==> src/rtl/rdcm_pkg.sv <==
// ----------------------------------------------------------------------------
// rdcm_pkg: shared types and constants of the remote drive command mapper
// Field widths, fixed ranges, register indexes, codes and state types.
// ----------------------------------------------------------------------------
package rdcm_pkg;

  // field widths
  localparam int unsigned ID_W    = 29;
  localparam int unsigned BTN_W   = 10;
  localparam int unsigned STICK_W = 8;
  localparam int unsigned SPEED_W = 10;  // speed registers
  localparam int unsigned RATE_W  = 17;  // scaled speeds, up to 100 * 1023
  localparam int unsigned PROD_W  = STICK_W + RATE_W;  // |x-a| * |d-c|
  localparam int unsigned OUT_W   = 16;
  localparam int unsigned LEVEL_W = 3;
  localparam int unsigned CFG_IDX_W = 4;
  localparam int unsigned CNT_W   = 5;

  // serial step counts
  localparam logic [CNT_W-1:0] MUL_LAST = CNT_W'(STICK_W - 1);
  localparam logic [CNT_W-1:0] DIV_LAST = CNT_W'(PROD_W - 1);

  // fixed values
  localparam logic [ID_W-1:0]    REMOTE_FRAME_ID = 29'd256;
  localparam logic [SPEED_W-1:0] BRUSH_MIN_SPEED = 10'd0;
  localparam logic [STICK_W-1:0] POT_MIN         = 8'd0;
  localparam logic [STICK_W-1:0] POT_MAX         = 8'd255;
  localparam logic [LEVEL_W-1:0] LEVEL_MAX       = 3'd5;
  localparam logic [LEVEL_W-1:0] LEVEL_MIN       = 3'd1;
  localparam logic [LEVEL_W-1:0] LEVEL_RESET     = 3'd3;
  localparam logic [RATE_W-1:0]  SCALE           = 17'd100;
  localparam logic [RATE_W-1:0]  TRACK_SCALE     = 17'd20;  // SCALE / LEVEL_MAX

  // button bit positions
  localparam int unsigned BTN_UP     = 0;
  localparam int unsigned BTN_DOWN   = 1;
  localparam int unsigned BTN_RNORTH = 2;
  localparam int unsigned BTN_RSOUTH = 3;
  localparam int unsigned BTN_LNORTH = 4;
  localparam int unsigned BTN_LSOUTH = 5;
  localparam int unsigned BTN_CW     = 6;
  localparam int unsigned BTN_CCW    = 7;
  localparam int unsigned BTN_PUMP   = 8;
  localparam int unsigned BTN_STOP   = 9;

  // direction and pump codes
  localparam logic [1:0] DIR_KEEP    = 2'd0;
  localparam logic [1:0] DIR_FWD     = 2'd1;
  localparam logic [1:0] DIR_REV     = 2'd2;
  localparam logic [1:0] PUMP_NONE   = 2'd0;
  localparam logic [1:0] PUMP_OFF    = 2'd1;
  localparam logic [1:0] PUMP_TOGGLE = 2'd2;

  typedef enum logic [CFG_IDX_W-1:0] {
    REG_DEAD_ZONE   = 4'd0,
    REG_STICK_MIN   = 4'd1,
    REG_STICK_MAX   = 4'd2,
    REG_RIGHT_MIN   = 4'd3,
    REG_RIGHT_MAX   = 4'd4,
    REG_LEFT_MIN    = 4'd5,
    REG_LEFT_MAX    = 4'd6,
    REG_BRUSH_MAX   = 4'd7
  } reg_idx_e;

  typedef enum logic [1:0] {
    TOP_IDLE,
    TOP_START,
    TOP_WAIT,
    TOP_OUT
  } top_state_e;

  typedef enum logic [1:0] {
    LANE_IDLE,
    LANE_MUL,
    LANE_DIV,
    LANE_FIN
  } lane_state_e;

  // operands of one linear map: (x-a)*(d-c)/(b-a)+c
  typedef struct packed {
    logic               start;
    logic               en;     // outside the dead zone
    logic [STICK_W-1:0] x;
    logic [STICK_W-1:0] a;
    logic [STICK_W-1:0] b;
    logic [RATE_W-1:0]  c;
    logic [RATE_W-1:0]  d;
  } lane_req_t;

  typedef struct packed {
    logic             busy;
    logic [OUT_W-1:0] res;
  } lane_rsp_t;

  function automatic logic [1:0] pair_dir(input logic fwd, input logic rev);
    logic [1:0] dir;
    dir = DIR_KEEP;
    if (fwd && !rev) dir = DIR_FWD;
    if (rev && !fwd) dir = DIR_REV;
    return dir;
  endfunction

  function automatic logic [RATE_W-1:0] scale_min(input logic [SPEED_W-1:0] v);
    return RATE_W'(RATE_W'(v) * SCALE);
  endfunction

endpackage

==> src/rtl/rdcm_lane.sv <==
// ----------------------------------------------------------------------------
// rdcm_lane: bit-serial linear map
// Shift-add multiply of the magnitudes, one bit a cycle, then a restoring
// divide, one quotient bit a cycle; sign, offset and 16 bit wrap at the end.
// ----------------------------------------------------------------------------
module rdcm_lane (
  input  logic                 clk_i,
  input  logic                 rst_ni,
  input  rdcm_pkg::lane_req_t  req_i,
  output rdcm_pkg::lane_rsp_t  rsp_o
);

  rdcm_pkg::lane_state_e state_q, state_d;
  logic [rdcm_pkg::CNT_W-1:0]   cnt_q, cnt_d;

  logic [rdcm_pkg::STICK_W-1:0] dx_q, dx_d;
  logic [rdcm_pkg::RATE_W-1:0]  rng_q, rng_d;
  logic [rdcm_pkg::STICK_W-1:0] span_q, span_d;
  logic [rdcm_pkg::PROD_W-1:0]  acc_q, acc_d;
  logic [rdcm_pkg::STICK_W-1:0] rem_q, rem_d;
  logic [rdcm_pkg::OUT_W-1:0]   quo_q, quo_d;
  logic [rdcm_pkg::OUT_W-1:0]   off_q, off_d;
  logic [rdcm_pkg::OUT_W-1:0]   res_q, res_d;
  logic                         neg_q, neg_d;
  logic                         zero_q, zero_d;

  // set-up arithmetic
  logic [rdcm_pkg::STICK_W:0]   dx_s, dx_n, span_s, span_n;
  logic [rdcm_pkg::RATE_W:0]    rng_s, rng_n;
  // divide step
  logic [rdcm_pkg::STICK_W:0]   trial;
  logic [rdcm_pkg::STICK_W+1:0] diff;
  logic                         qbit;
  logic [rdcm_pkg::OUT_W-1:0]   quo_sgn;

  always_comb begin
    dx_s   = {1'b0, req_i.x} - {1'b0, req_i.a};
    span_s = {1'b0, req_i.b} - {1'b0, req_i.a};
    rng_s  = {1'b0, req_i.d} - {1'b0, req_i.c};
    dx_n   = -dx_s;
    span_n = -span_s;
    rng_n  = -rng_s;

    trial = {rem_q, acc_q[rdcm_pkg::PROD_W-1]};
    diff  = {1'b0, trial} - {2'b00, span_q};
    qbit  = ~diff[rdcm_pkg::STICK_W+1];

    quo_sgn = neg_q ? -quo_q : quo_q;
  end

  always_comb begin
    state_d = state_q;
    cnt_d   = cnt_q;
    dx_d    = dx_q;
    rng_d   = rng_q;
    span_d  = span_q;
    acc_d   = acc_q;
    rem_d   = rem_q;
    quo_d   = quo_q;
    off_d   = off_q;
    res_d   = res_q;
    neg_d   = neg_q;
    zero_d  = zero_q;
    case (state_q)
      rdcm_pkg::LANE_IDLE: begin
        if (req_i.start) begin
          dx_d   = dx_s[rdcm_pkg::STICK_W] ? dx_n[rdcm_pkg::STICK_W-1:0]
                                           : dx_s[rdcm_pkg::STICK_W-1:0];
          span_d = span_s[rdcm_pkg::STICK_W] ? span_n[rdcm_pkg::STICK_W-1:0]
                                             : span_s[rdcm_pkg::STICK_W-1:0];
          rng_d  = rng_s[rdcm_pkg::RATE_W] ? rng_n[rdcm_pkg::RATE_W-1:0]
                                           : rng_s[rdcm_pkg::RATE_W-1:0];
          neg_d  = dx_s[rdcm_pkg::STICK_W] ^ span_s[rdcm_pkg::STICK_W]
                 ^ rng_s[rdcm_pkg::RATE_W];
          zero_d = !req_i.en || (span_s == '0);
          off_d  = req_i.c[rdcm_pkg::OUT_W-1:0];
          acc_d  = '0;
          rem_d  = '0;
          quo_d  = '0;
          cnt_d  = '0;
          state_d = rdcm_pkg::LANE_MUL;
        end
      end
      rdcm_pkg::LANE_MUL: begin
        // MSB first over |x-a|
        acc_d = {acc_q[rdcm_pkg::PROD_W-2:0], 1'b0}
              + (dx_q[rdcm_pkg::STICK_W-1] ? rdcm_pkg::PROD_W'(rng_q) : '0);
        dx_d  = {dx_q[rdcm_pkg::STICK_W-2:0], 1'b0};
        cnt_d = cnt_q + 1'b1;
        if (cnt_q == rdcm_pkg::MUL_LAST) begin
          cnt_d   = '0;
          state_d = rdcm_pkg::LANE_DIV;
        end
      end
      rdcm_pkg::LANE_DIV: begin
        // product shifts out MSB first; only the low quotient bits matter
        acc_d = {acc_q[rdcm_pkg::PROD_W-2:0], 1'b0};
        rem_d = qbit ? diff[rdcm_pkg::STICK_W-1:0] : trial[rdcm_pkg::STICK_W-1:0];
        quo_d = {quo_q[rdcm_pkg::OUT_W-2:0], qbit};
        cnt_d = cnt_q + 1'b1;
        if (cnt_q == rdcm_pkg::DIV_LAST) begin
          cnt_d   = '0;
          state_d = rdcm_pkg::LANE_FIN;
        end
      end
      rdcm_pkg::LANE_FIN: begin
        res_d   = zero_q ? '0 : quo_sgn + off_q;
        state_d = rdcm_pkg::LANE_IDLE;
      end
      default: begin
        state_d = rdcm_pkg::LANE_IDLE;
      end
    endcase
  end

  always_ff @(posedge clk_i or negedge rst_ni) begin
    if (!rst_ni) begin
      state_q <= rdcm_pkg::LANE_IDLE;
      cnt_q   <= '0;
    end else begin
      state_q <= state_d;
      cnt_q   <= cnt_d;
    end
  end

  always_ff @(posedge clk_i) begin
    dx_q   <= dx_d;
    rng_q  <= rng_d;
    span_q <= span_d;
    acc_q  <= acc_d;
    rem_q  <= rem_d;
    quo_q  <= quo_d;
    off_q  <= off_d;
    res_q  <= res_d;
    neg_q  <= neg_d;
    zero_q <= zero_d;
  end

  assign rsp_o.busy = (state_q != rdcm_pkg::LANE_IDLE);
  assign rsp_o.res  = res_q;

endmodule

==> src/rtl/remote_drive_command_mapper.sv <==
// ----------------------------------------------------------------------------
// remote_drive_command_mapper: remote frame to drive commands
// Speed level, track and brush speeds, directions and pump request.
// ----------------------------------------------------------------------------
// Input channel (in_valid_i/in_ready_o) takes one decoded frame a beat; the
// output channel (out_valid_o/out_ready_i) gives one result beat per frame.
// Configuration writes come on cfg_valid_i/cfg_index_i/cfg_data_i, always
// ready; the user must make them only while no frame is in flight, as the
// block does not enforce this; indexes above 7 are dropped.
// Frames are handled one at a time. A matching frame runs through three
// bit-serial map lanes side by side: 8 multiply steps and 25 divide steps,
// plus set-up, finish and output load. A frame with another id skips the
// lanes and goes straight to the output load. A new frame is taken only
// once the previous one has been loaded into the output register.
// The output beat sits in its own register, so the next frame is taken while
// the receiver stalls; a finished frame then waits until the register frees.
// Reset clears the level to 3, the button history and the registers to their
// defaults, with no output beat pending.
// ----------------------------------------------------------------------------
module remote_drive_command_mapper (
  input  logic        clk_i,
  input  logic        rst_ni,
  // configuration
  input  logic        cfg_valid_i,
  output logic        cfg_ready_o,
  input  logic [3:0]  cfg_index_i,
  input  logic [9:0]  cfg_data_i,
  // frame in
  input  logic        in_valid_i,
  output logic        in_ready_o,
  input  logic [28:0] frame_id_i,
  input  logic [9:0]  buttons_i,
  input  logic [7:0]  right_stick_i,
  input  logic [7:0]  left_stick_i,
  input  logic [7:0]  brush_pot_i,
  // result out
  output logic        out_valid_o,
  input  logic        out_ready_i,
  output logic        accepted_o,
  output logic [2:0]  speed_level_o,
  output logic [15:0] right_speed_o,
  output logic [1:0]  right_direction_o,
  output logic [15:0] left_speed_o,
  output logic [1:0]  left_direction_o,
  output logic [15:0] brush_speed_o,
  output logic [1:0]  brush_direction_o,
  output logic [1:0]  pump_request_o
);

  // configuration registers
  logic [rdcm_pkg::STICK_W-1:0] dead_zone_q, stick_min_q, stick_max_q;
  logic [rdcm_pkg::SPEED_W-1:0] right_min_q, right_max_q;
  logic [rdcm_pkg::SPEED_W-1:0] left_min_q, left_max_q, brush_max_q;

  // state
  rdcm_pkg::top_state_e state_q, state_d;
  logic [rdcm_pkg::LEVEL_W-1:0] level_q, level_d;
  logic last_up_q, last_up_d, last_dn_q, last_dn_d, last_pump_q, last_pump_d;

  // captured frame
  logic [rdcm_pkg::BTN_W-1:0]   btn_q;
  logic [rdcm_pkg::STICK_W-1:0] rs_q, ls_q, bp_q;
  logic                         match_q;
  logic [1:0]                   pump_q;

  // output register
  logic        out_valid_q, out_valid_d;
  logic        acc_out_q;
  logic [2:0]  lvl_out_q;
  logic [15:0] rspd_q, lspd_q, bspd_q;
  logic [1:0]  rdir_q, ldir_q, bdir_q, pump_out_q;

  logic accept, match, load, lanes_busy;
  logic up, down, pump, stop;
  logic [1:0] pump_req;

  rdcm_pkg::lane_req_t req_r, req_l, req_b;
  rdcm_pkg::lane_rsp_t rsp_r, rsp_l, rsp_b;

  assign cfg_ready_o = 1'b1;

  always_ff @(posedge clk_i or negedge rst_ni) begin
    if (!rst_ni) begin
      dead_zone_q <= 8'd10;
      stick_min_q <= 8'd0;
      stick_max_q <= 8'd255;
      right_min_q <= 10'd0;
      right_max_q <= 10'd30;
      left_min_q  <= 10'd0;
      left_max_q  <= 10'd30;
      brush_max_q <= 10'd30;
    end else if (cfg_valid_i) begin
      case (cfg_index_i)
        rdcm_pkg::REG_DEAD_ZONE: dead_zone_q <= cfg_data_i[rdcm_pkg::STICK_W-1:0];
        rdcm_pkg::REG_STICK_MIN: stick_min_q <= cfg_data_i[rdcm_pkg::STICK_W-1:0];
        rdcm_pkg::REG_STICK_MAX: stick_max_q <= cfg_data_i[rdcm_pkg::STICK_W-1:0];
        rdcm_pkg::REG_RIGHT_MIN: right_min_q <= cfg_data_i;
        rdcm_pkg::REG_RIGHT_MAX: right_max_q <= cfg_data_i;
        rdcm_pkg::REG_LEFT_MIN:  left_min_q  <= cfg_data_i;
        rdcm_pkg::REG_LEFT_MAX:  left_max_q  <= cfg_data_i;
        rdcm_pkg::REG_BRUSH_MAX: brush_max_q <= cfg_data_i;
        default: ;
      endcase
    end
  end

  assign in_ready_o = (state_q == rdcm_pkg::TOP_IDLE);
  assign accept     = in_valid_i && in_ready_o;
  assign match      = (frame_id_i == rdcm_pkg::REMOTE_FRAME_ID);
  assign up         = buttons_i[rdcm_pkg::BTN_UP];
  assign down       = buttons_i[rdcm_pkg::BTN_DOWN];
  assign pump       = buttons_i[rdcm_pkg::BTN_PUMP];
  assign stop       = buttons_i[rdcm_pkg::BTN_STOP];
  assign lanes_busy = rsp_r.busy || rsp_l.busy || rsp_b.busy;
  assign load       = (state_q == rdcm_pkg::TOP_OUT) && (!out_valid_q || out_ready_i);

  always_comb begin
    pump_req = rdcm_pkg::PUMP_NONE;
    if (stop) begin
      pump_req = rdcm_pkg::PUMP_OFF;
    end else if (pump && !last_pump_q) begin
      pump_req = rdcm_pkg::PUMP_TOGGLE;
    end
  end

  // level and button history move only on a matching frame
  always_comb begin
    level_d     = level_q;
    last_up_d   = last_up_q;
    last_dn_d   = last_dn_q;
    last_pump_d = last_pump_q;
    if (accept && match) begin
      if (up && !last_up_q) begin
        level_d = (level_q < rdcm_pkg::LEVEL_MAX) ? level_q + 1'b1 : rdcm_pkg::LEVEL_MAX;
      end else if (down && !last_dn_q) begin
        level_d = (level_q > rdcm_pkg::LEVEL_MIN) ? level_q - 1'b1 : rdcm_pkg::LEVEL_MIN;
      end
      last_up_d = up;
      last_dn_d = down;
      if (!stop) begin
        last_pump_d = pump;
      end
    end
  end

  always_comb begin
    state_d = state_q;
    case (state_q)
      rdcm_pkg::TOP_IDLE: begin
        if (accept) begin
          state_d = match ? rdcm_pkg::TOP_START : rdcm_pkg::TOP_OUT;
        end
      end
      rdcm_pkg::TOP_START: state_d = rdcm_pkg::TOP_WAIT;
      rdcm_pkg::TOP_WAIT: begin
        if (!lanes_busy) begin
          state_d = rdcm_pkg::TOP_OUT;
        end
      end
      rdcm_pkg::TOP_OUT: begin
        if (load) begin
          state_d = rdcm_pkg::TOP_IDLE;
        end
      end
      default: state_d = rdcm_pkg::TOP_IDLE;
    endcase
  end

  always_comb begin
    out_valid_d = out_valid_q;
    if (load) begin
      out_valid_d = 1'b1;
    end else if (out_ready_i) begin
      out_valid_d = 1'b0;
    end
  end

  always_ff @(posedge clk_i or negedge rst_ni) begin
    if (!rst_ni) begin
      state_q     <= rdcm_pkg::TOP_IDLE;
      level_q     <= rdcm_pkg::LEVEL_RESET;
      last_up_q   <= 1'b0;
      last_dn_q   <= 1'b0;
      last_pump_q <= 1'b0;
      out_valid_q <= 1'b0;
    end else begin
      state_q     <= state_d;
      level_q     <= level_d;
      last_up_q   <= last_up_d;
      last_dn_q   <= last_dn_d;
      last_pump_q <= last_pump_d;
      out_valid_q <= out_valid_d;
    end
  end

  always_ff @(posedge clk_i) begin
    if (accept) begin
      btn_q   <= buttons_i;
      rs_q    <= right_stick_i;
      ls_q    <= left_stick_i;
      bp_q    <= brush_pot_i;
      match_q <= match;
      pump_q  <= pump_req;
    end
  end

  // lane operands, held from the captured frame
  always_comb begin
    req_r.start = (state_q == rdcm_pkg::TOP_START);
    req_r.en    = rs_q > dead_zone_q;
    req_r.x     = rs_q;
    req_r.a     = stick_min_q;
    req_r.b     = stick_max_q;
    req_r.c     = rdcm_pkg::scale_min(right_min_q);
    req_r.d     = rdcm_pkg::RATE_W'(rdcm_pkg::RATE_W'(right_max_q)
                * rdcm_pkg::TRACK_SCALE * rdcm_pkg::RATE_W'(level_q));

    req_l.start = (state_q == rdcm_pkg::TOP_START);
    req_l.en    = ls_q > dead_zone_q;
    req_l.x     = ls_q;
    req_l.a     = stick_min_q;
    req_l.b     = stick_max_q;
    req_l.c     = rdcm_pkg::scale_min(left_min_q);
    req_l.d     = rdcm_pkg::RATE_W'(rdcm_pkg::RATE_W'(left_max_q)
                * rdcm_pkg::TRACK_SCALE * rdcm_pkg::RATE_W'(level_q));

    req_b.start = (state_q == rdcm_pkg::TOP_START);
    req_b.en    = bp_q > dead_zone_q;
    req_b.x     = bp_q;
    req_b.a     = rdcm_pkg::POT_MIN;
    req_b.b     = rdcm_pkg::POT_MAX;
    req_b.c     = rdcm_pkg::scale_min(rdcm_pkg::BRUSH_MIN_SPEED);
    req_b.d     = rdcm_pkg::scale_min(brush_max_q);
  end

  rdcm_lane u_lane_right (
    .clk_i  (clk_i),
    .rst_ni (rst_ni),
    .req_i  (req_r),
    .rsp_o  (rsp_r)
  );

  rdcm_lane u_lane_left (
    .clk_i  (clk_i),
    .rst_ni (rst_ni),
    .req_i  (req_l),
    .rsp_o  (rsp_l)
  );

  rdcm_lane u_lane_brush (
    .clk_i  (clk_i),
    .rst_ni (rst_ni),
    .req_i  (req_b),
    .rsp_o  (rsp_b)
  );

  // output register load; for a rejected frame everything is zero but the level
  always_ff @(posedge clk_i) begin
    if (load) begin
      acc_out_q  <= match_q;
      lvl_out_q  <= level_q;
      rspd_q     <= match_q ? rsp_r.res : '0;
      lspd_q     <= match_q ? rsp_l.res : '0;
      bspd_q     <= match_q ? rsp_b.res : '0;
      rdir_q     <= match_q ? rdcm_pkg::pair_dir(btn_q[rdcm_pkg::BTN_RSOUTH],
                                                 btn_q[rdcm_pkg::BTN_RNORTH])
                            : rdcm_pkg::DIR_KEEP;
      ldir_q     <= match_q ? rdcm_pkg::pair_dir(btn_q[rdcm_pkg::BTN_LNORTH],
                                                 btn_q[rdcm_pkg::BTN_LSOUTH])
                            : rdcm_pkg::DIR_KEEP;
      bdir_q     <= match_q ? rdcm_pkg::pair_dir(btn_q[rdcm_pkg::BTN_CCW],
                                                 btn_q[rdcm_pkg::BTN_CW])
                            : rdcm_pkg::DIR_KEEP;
      pump_out_q <= match_q ? pump_q : rdcm_pkg::PUMP_NONE;
    end
  end

  assign out_valid_o       = out_valid_q;
  assign accepted_o        = acc_out_q;
  assign speed_level_o     = lvl_out_q;
  assign right_speed_o     = rspd_q;
  assign right_direction_o = rdir_q;
  assign left_speed_o      = lspd_q;
  assign left_direction_o  = ldir_q;
  assign brush_speed_o     = bspd_q;
  assign brush_direction_o = bdir_q;
  assign pump_request_o    = pump_out_q;

endmodule

==> config.mk <==
export PLATFORM = sky130hd
export DESIGN_NAME = remote_drive_command_mapper
export DESIGN_NICKNAME = d
export VERILOG_FILES = /design/src/rtl/rdcm_pkg.sv /design/src/rtl/rdcm_lane.sv /design/src/rtl/remote_drive_command_mapper.sv
export SDC_FILE = /design/constraint.sdc
export NUM_CORES = 1
export LEC_CHECK = 0
export ABC_CLOCK_PERIOD_IN_PS = 7070
export CAP_MARGIN = 20
export CORE_MARGIN = 8
export CORE_UTILIZATION = 60
export DETAILED_ROUTE_END_ITERATION = 10
export DONT_BUFFER_PORTS = 1
export PLACE_DENSITY = 0.76
export RECOVER_POWER = 25
export SYNTH_ARGS = -nofsm -noshare
export SYNTH_HDL_FRONTEND = slang
export SYNTH_SLANG_ARGS = --single-unit
==> constraint.sdc <==
create_clock -name clk_i -period 7.07 [get_ports clk_i]
set_input_delay 0.3535 -clock clk_i [delete_from_list [all_inputs] [get_ports clk_i]]
set_output_delay 0.3535 -clock clk_i [all_outputs]
set_load 0.02 [all_outputs]
==> summary.txt <==
Status
  – Status: finished with violations
  – Failing checks: capacitance limit, slew limit

Worst setup path
  – Crit path capture type: flop
  – Reg2reg path depth: 22
  – Startpoint Class: flop
  – Critical path arrival: 6.48 ns
  – Maximum fanout along the worst path: 34
  – CP Class: reg2reg
  – Worst EP required: 7.43 ns
  – R2r setup slk: 0.95 ns

Logic synthesis
  – Synth unique cells: 77
  – Area share of and/or/nand/nor cells after synthesis: 0.135
  – XOR/XNOR Fraction of Synth Area: 0.0668
  – Number of enable flip-flop cells after synthesis: 400
  – Synth area leaders: edfxtp_1, ha_1, dfrtp_1, xnor2_1, inv_1
  – Mapped Avg Cell Area: 10.6 sq um
  – Area leader, netlist: edfxtp_1
  – Cells after synthesis: 3,106
  – Synthesized Nets: 3,603
  – Yosys reg bits: 504
  – Post-Syn Area: 33,000 sq um
  – Multiplexer share of the synthesized area: 0.0261
  – Asr flop ratio synth: 0.206
  – Synthesis Warnings: 0
  – Main combinational cell family by area after synthesis: adder cells
  – Synth Area in Adders: 0.169
  – Prevailing post-synth register cell: edfxtp_1
  – Compound-gate portion of the synthesized area: 0.118
  – Post-synth top area share: 0.364
  – Sequential-to-total area share from yosys stat: 0.444

Floorplan
  – Die W: 251 microns
  – Row cnt: 86
  – Starting Density: 0.603
  – IO Pins: 145
  – Die ar.: 62,800 sq um
  – CORE AREA: 54,800 sq um
  – Die Height: 251 microns

Pwr
  – Clock Power Share: 0.172
  – Overall power: 16.9 mW
  – Reg power frac: 0.336
  – Gate power share: 0.491
  – Leakage power: 15.2 nW
  – Internal Dissipation: 9.97 mW
  – Net Sw Frac: 0.410
  – Switch Pwr: 6.94 mW
  – Peak supply drop: 0.337 mV
  – PwrDens: 469 nW/um^2

GRT
  – Antenna violations before repair: 3
  – Overall routing resource usage: 0.222
  – Global-route wire length before repair: 115,000 microns
  – Largest net degree at the start of global routing: 105
  – Vias in the first global route: 23,100
  – Grt total ovfl: 0

Timing
  – Fmax achieved: 163 MHz
  – Post-route minimum period: 6.12 ns
  – Final Hold Fails: 0
  – Fin crit share: 0.866
  – Least-Margin Pin Slew: 5.26 ns
  – Skew final: 0.0286 ns
  – # setup viols final: 0
  – Total negative setup slack: 0 ns
  – RSZ-0062 raised after global routing: false
  – Final Max Slew Viols: 122
  – Worst slew margin: -2.51

CTS
  – CTS tree: built
  – Buffer depth of the longest clock path: 3
  – Clock Tree Root: clkbuf_16
  – Cts bufs inserted: 54
  – H-Tree Depth: 2
  – Clk Latency, worst-skew pair: 0.61 ns
  – Clk slew on worst S/H paths: 0.06 ns
  – Hold buffers post-CTS: 47
  – Setup repair bufs after CTS: 0
  – Post_cts resized: 0
  – Clock Sinks: 504

Final layout
  – Share of cells above drive strength 1: 0.0659
  – P&R area growth vs syn: 9.26%
  – Final Util: 0.659
  – Fin nets: 3,653

Route
  – Wire per inst: 18.2 microns
  – Residual DRC: 0
  – Post-route ant nets: 0
  – Post-Route WL: 71,100 microns
  – First drt pass iteration count: 5
  – Vias: 23,100
  – DRT iter0 DRCs: 1,406
  – Vias per inst: 5.90

Worst hold path
  – Hold WC Path Type: in2reg
  – Hold Crit Depth: 3

Place
  – IO buf count: 0
  – Detail Placement HPWL: 53,200 microns
  – GP Congestion: 0.869

Job
  – Max Cap Violations: 2
cell usage after synthesis (8+ instances only):
| cell | instances |
|---|---|
| nor3b_1 | 11 |
| nand2b_1 | 38 |
| nor2_1 | 168 |
| ha_1 | 362 |
| a31oi_1 | 25 |
| o211ai_1 | 12 |
| o21ai_0 | 178 |
| xnor2_1 | 175 |
| and3_1 | 15 |
| o31ai_1 | 20 |
| dfstp_2 | 24 |
| o21a_1 | 35 |
| a211o_1 | 10 |
| o21bai_1 | 42 |
| a211oi_1 | 9 |
| edfxtp_1 | 400 |
| a21oi_1 | 153 |
| a21o_1 | 55 |
| inv_1 | 288 |
| nand3_1 | 70 |
| nand4_1 | 19 |
| clkbuf_1 | 60 |
| mux2_2 | 73 |
| xor2_1 | 74 |
| nand2_1 | 241 |
| or3_1 | 13 |
| fa_1 | 53 |
| and2_1 | 157 |
| nand3b_1 | 8 |
| nor3_1 | 44 |
| nor4_1 | 11 |
| a22o_1 | 14 |
| nor2b_1 | 47 |
| dfrtp_1 | 80 |
| or4_1 | 11 |
| o2111ai_1 | 8 |
worst paths after layout:
check                          startpoint                endpoint
setup / recovery               level_q[0]  u_lane_right.rng_q[16]
setup reg to reg               level_q[0]  u_lane_right.rng_q[16]
hold reg to reg            stick_min_q[1]          stick_min_q[1]
min in group asynchronous          rst_ni   u_lane_right.cnt_q[1]
hold / removal             frame_id_i[28]                 match_q
max in group asynchronous          rst_ni           left_max_q[9]
per-stage QoR:
stage	instances	cell area, sq um	hold slack [ns]	worst slack (ns)
2_1_floorplan	3106	33000	0.0579	1.69
3_3_place_gp	3750	33700	0.0672	1.04
3_5_place_dp	3751	33700	0.0679	0.835
4_1_cts	3898	36000	0.0341	0.831
5_1_grt	3906	36100	0.0686	0.447
6_report	3907	36100	0.0630	0.947
routing by layer:
| layer | global-route usage | routed length, microns | share of wire |
|---|---|---|---|
| met5 | 0 | 11 | 0.00015 |
| met4 | 0.0650 | 1840 | 0.026 |
| met3 | 0.0378 | 3940 | 0.055 |
| met2 | 0.383 | 34600 | 0.49 |
| met1 | 0.286 | 30800 | 0.43 |
cells by family after synthesis:
| family | Yosys count |
|---|---|
| flops | 504 |
| other cells | 1 |
| buf+inv | 356 |
| fa+ha+maj | 415 |
| xor+xnor | 250 |
| simple gates | 883 |
| mux | 77 |
| compound gates | 620 |
registers in the layout, indices dropped and copies added, names as in the netlist, 10 cells and up:
register / flops
brush_max_q: 10
brush_speed_o: 16
left_max_q: 10
left_min_q: 10
left_speed_o: 16
right_max_q: 10
right_min_q: 10
right_speed_o: 16
u_lane_brush.acc_q: 23
u_lane_brush.quo_q: 16
u_lane_brush.res_q: 16
u_lane_brush.rng_q: 15
u_lane_left.acc_q: 23
u_lane_left.off_q: 14
u_lane_left.quo_q: 16
u_lane_left.res_q: 16
u_lane_left.rng_q: 15
u_lane_right.acc_q: 23
u_lane_right.off_q: 14
u_lane_right.quo_q: 16
u_lane_right.res_q: 16
u_lane_right.rng_q: 15
cell type report:
cell class	count	area, sq um
clock buffer	71	1500
fill	4013	18700
inverter	291	1090
clock inverter	29	333
tap	704	881
timing repair buffer	59	581
multi-input combinational	2246	17000
antenna	3	7.51
sequential	504	14600
worst max-delay path: stages (launching register included):
cell and delay (ns):
dfstp_1 1.36, nand2_1 0.19, fa_1 0.53, inv_1 0.05, ha_1 0.22, fa_1 0.40, a21o_1 0.18, a21oi_1 0.23
o21bai_1 0.11, a21oi_1 0.22, nor2b_1 0.10, o21a_1 0.17, nor2_1 0.11, xnor2_1 0.08, ha_1 0.22, nor3_1 0.19
nand3_1 0.12, a31o_1 0.25, a211oi_1 0.23, o21bai_1 0.13, buf_4 0.20, a31o_1 0.21, xor3_1 0.33
cells in the final DEF (no fill, tap or decap), types with 42 or more instances in the layout:
| cell type | instances |
|---|---|
| a21o_1 | 55 |
| nand2_1 | 241 |
| fa_1 | 53 |
| clkbuf_16 | 55 |
| nor3_1 | 44 |
| nand3_1 | 70 |
| nor2b_1 | 47 |
| inv_1 | 288 |
| dfrtp_1 | 80 |
| o21bai_1 | 42 |
| and2_1 | 146 |
| o21ai_0 | 177 |
| xnor2_1 | 175 |
| nor2_1 | 168 |
| xor2_1 | 74 |
| edfxtp_1 | 400 |
| a21oi_1 | 153 |
| ha_1 | 362 |
| mux2_2 | 73 |
| dlygate4sd3_1 | 46 |
power groups by stage:
stage               clock [mW]  combinational (mW)  sequential (mW)
global placement             0                7.74             5.69
finish                    2.91                8.31             5.69
global route              3.07                9.31             5.80
floorplan                    0                6.36             5.46
detailed placement           0                8.15             5.74
CTS                       2.96                8.27             5.70
No activity file was read; power rests on OpenSTA's default activity.
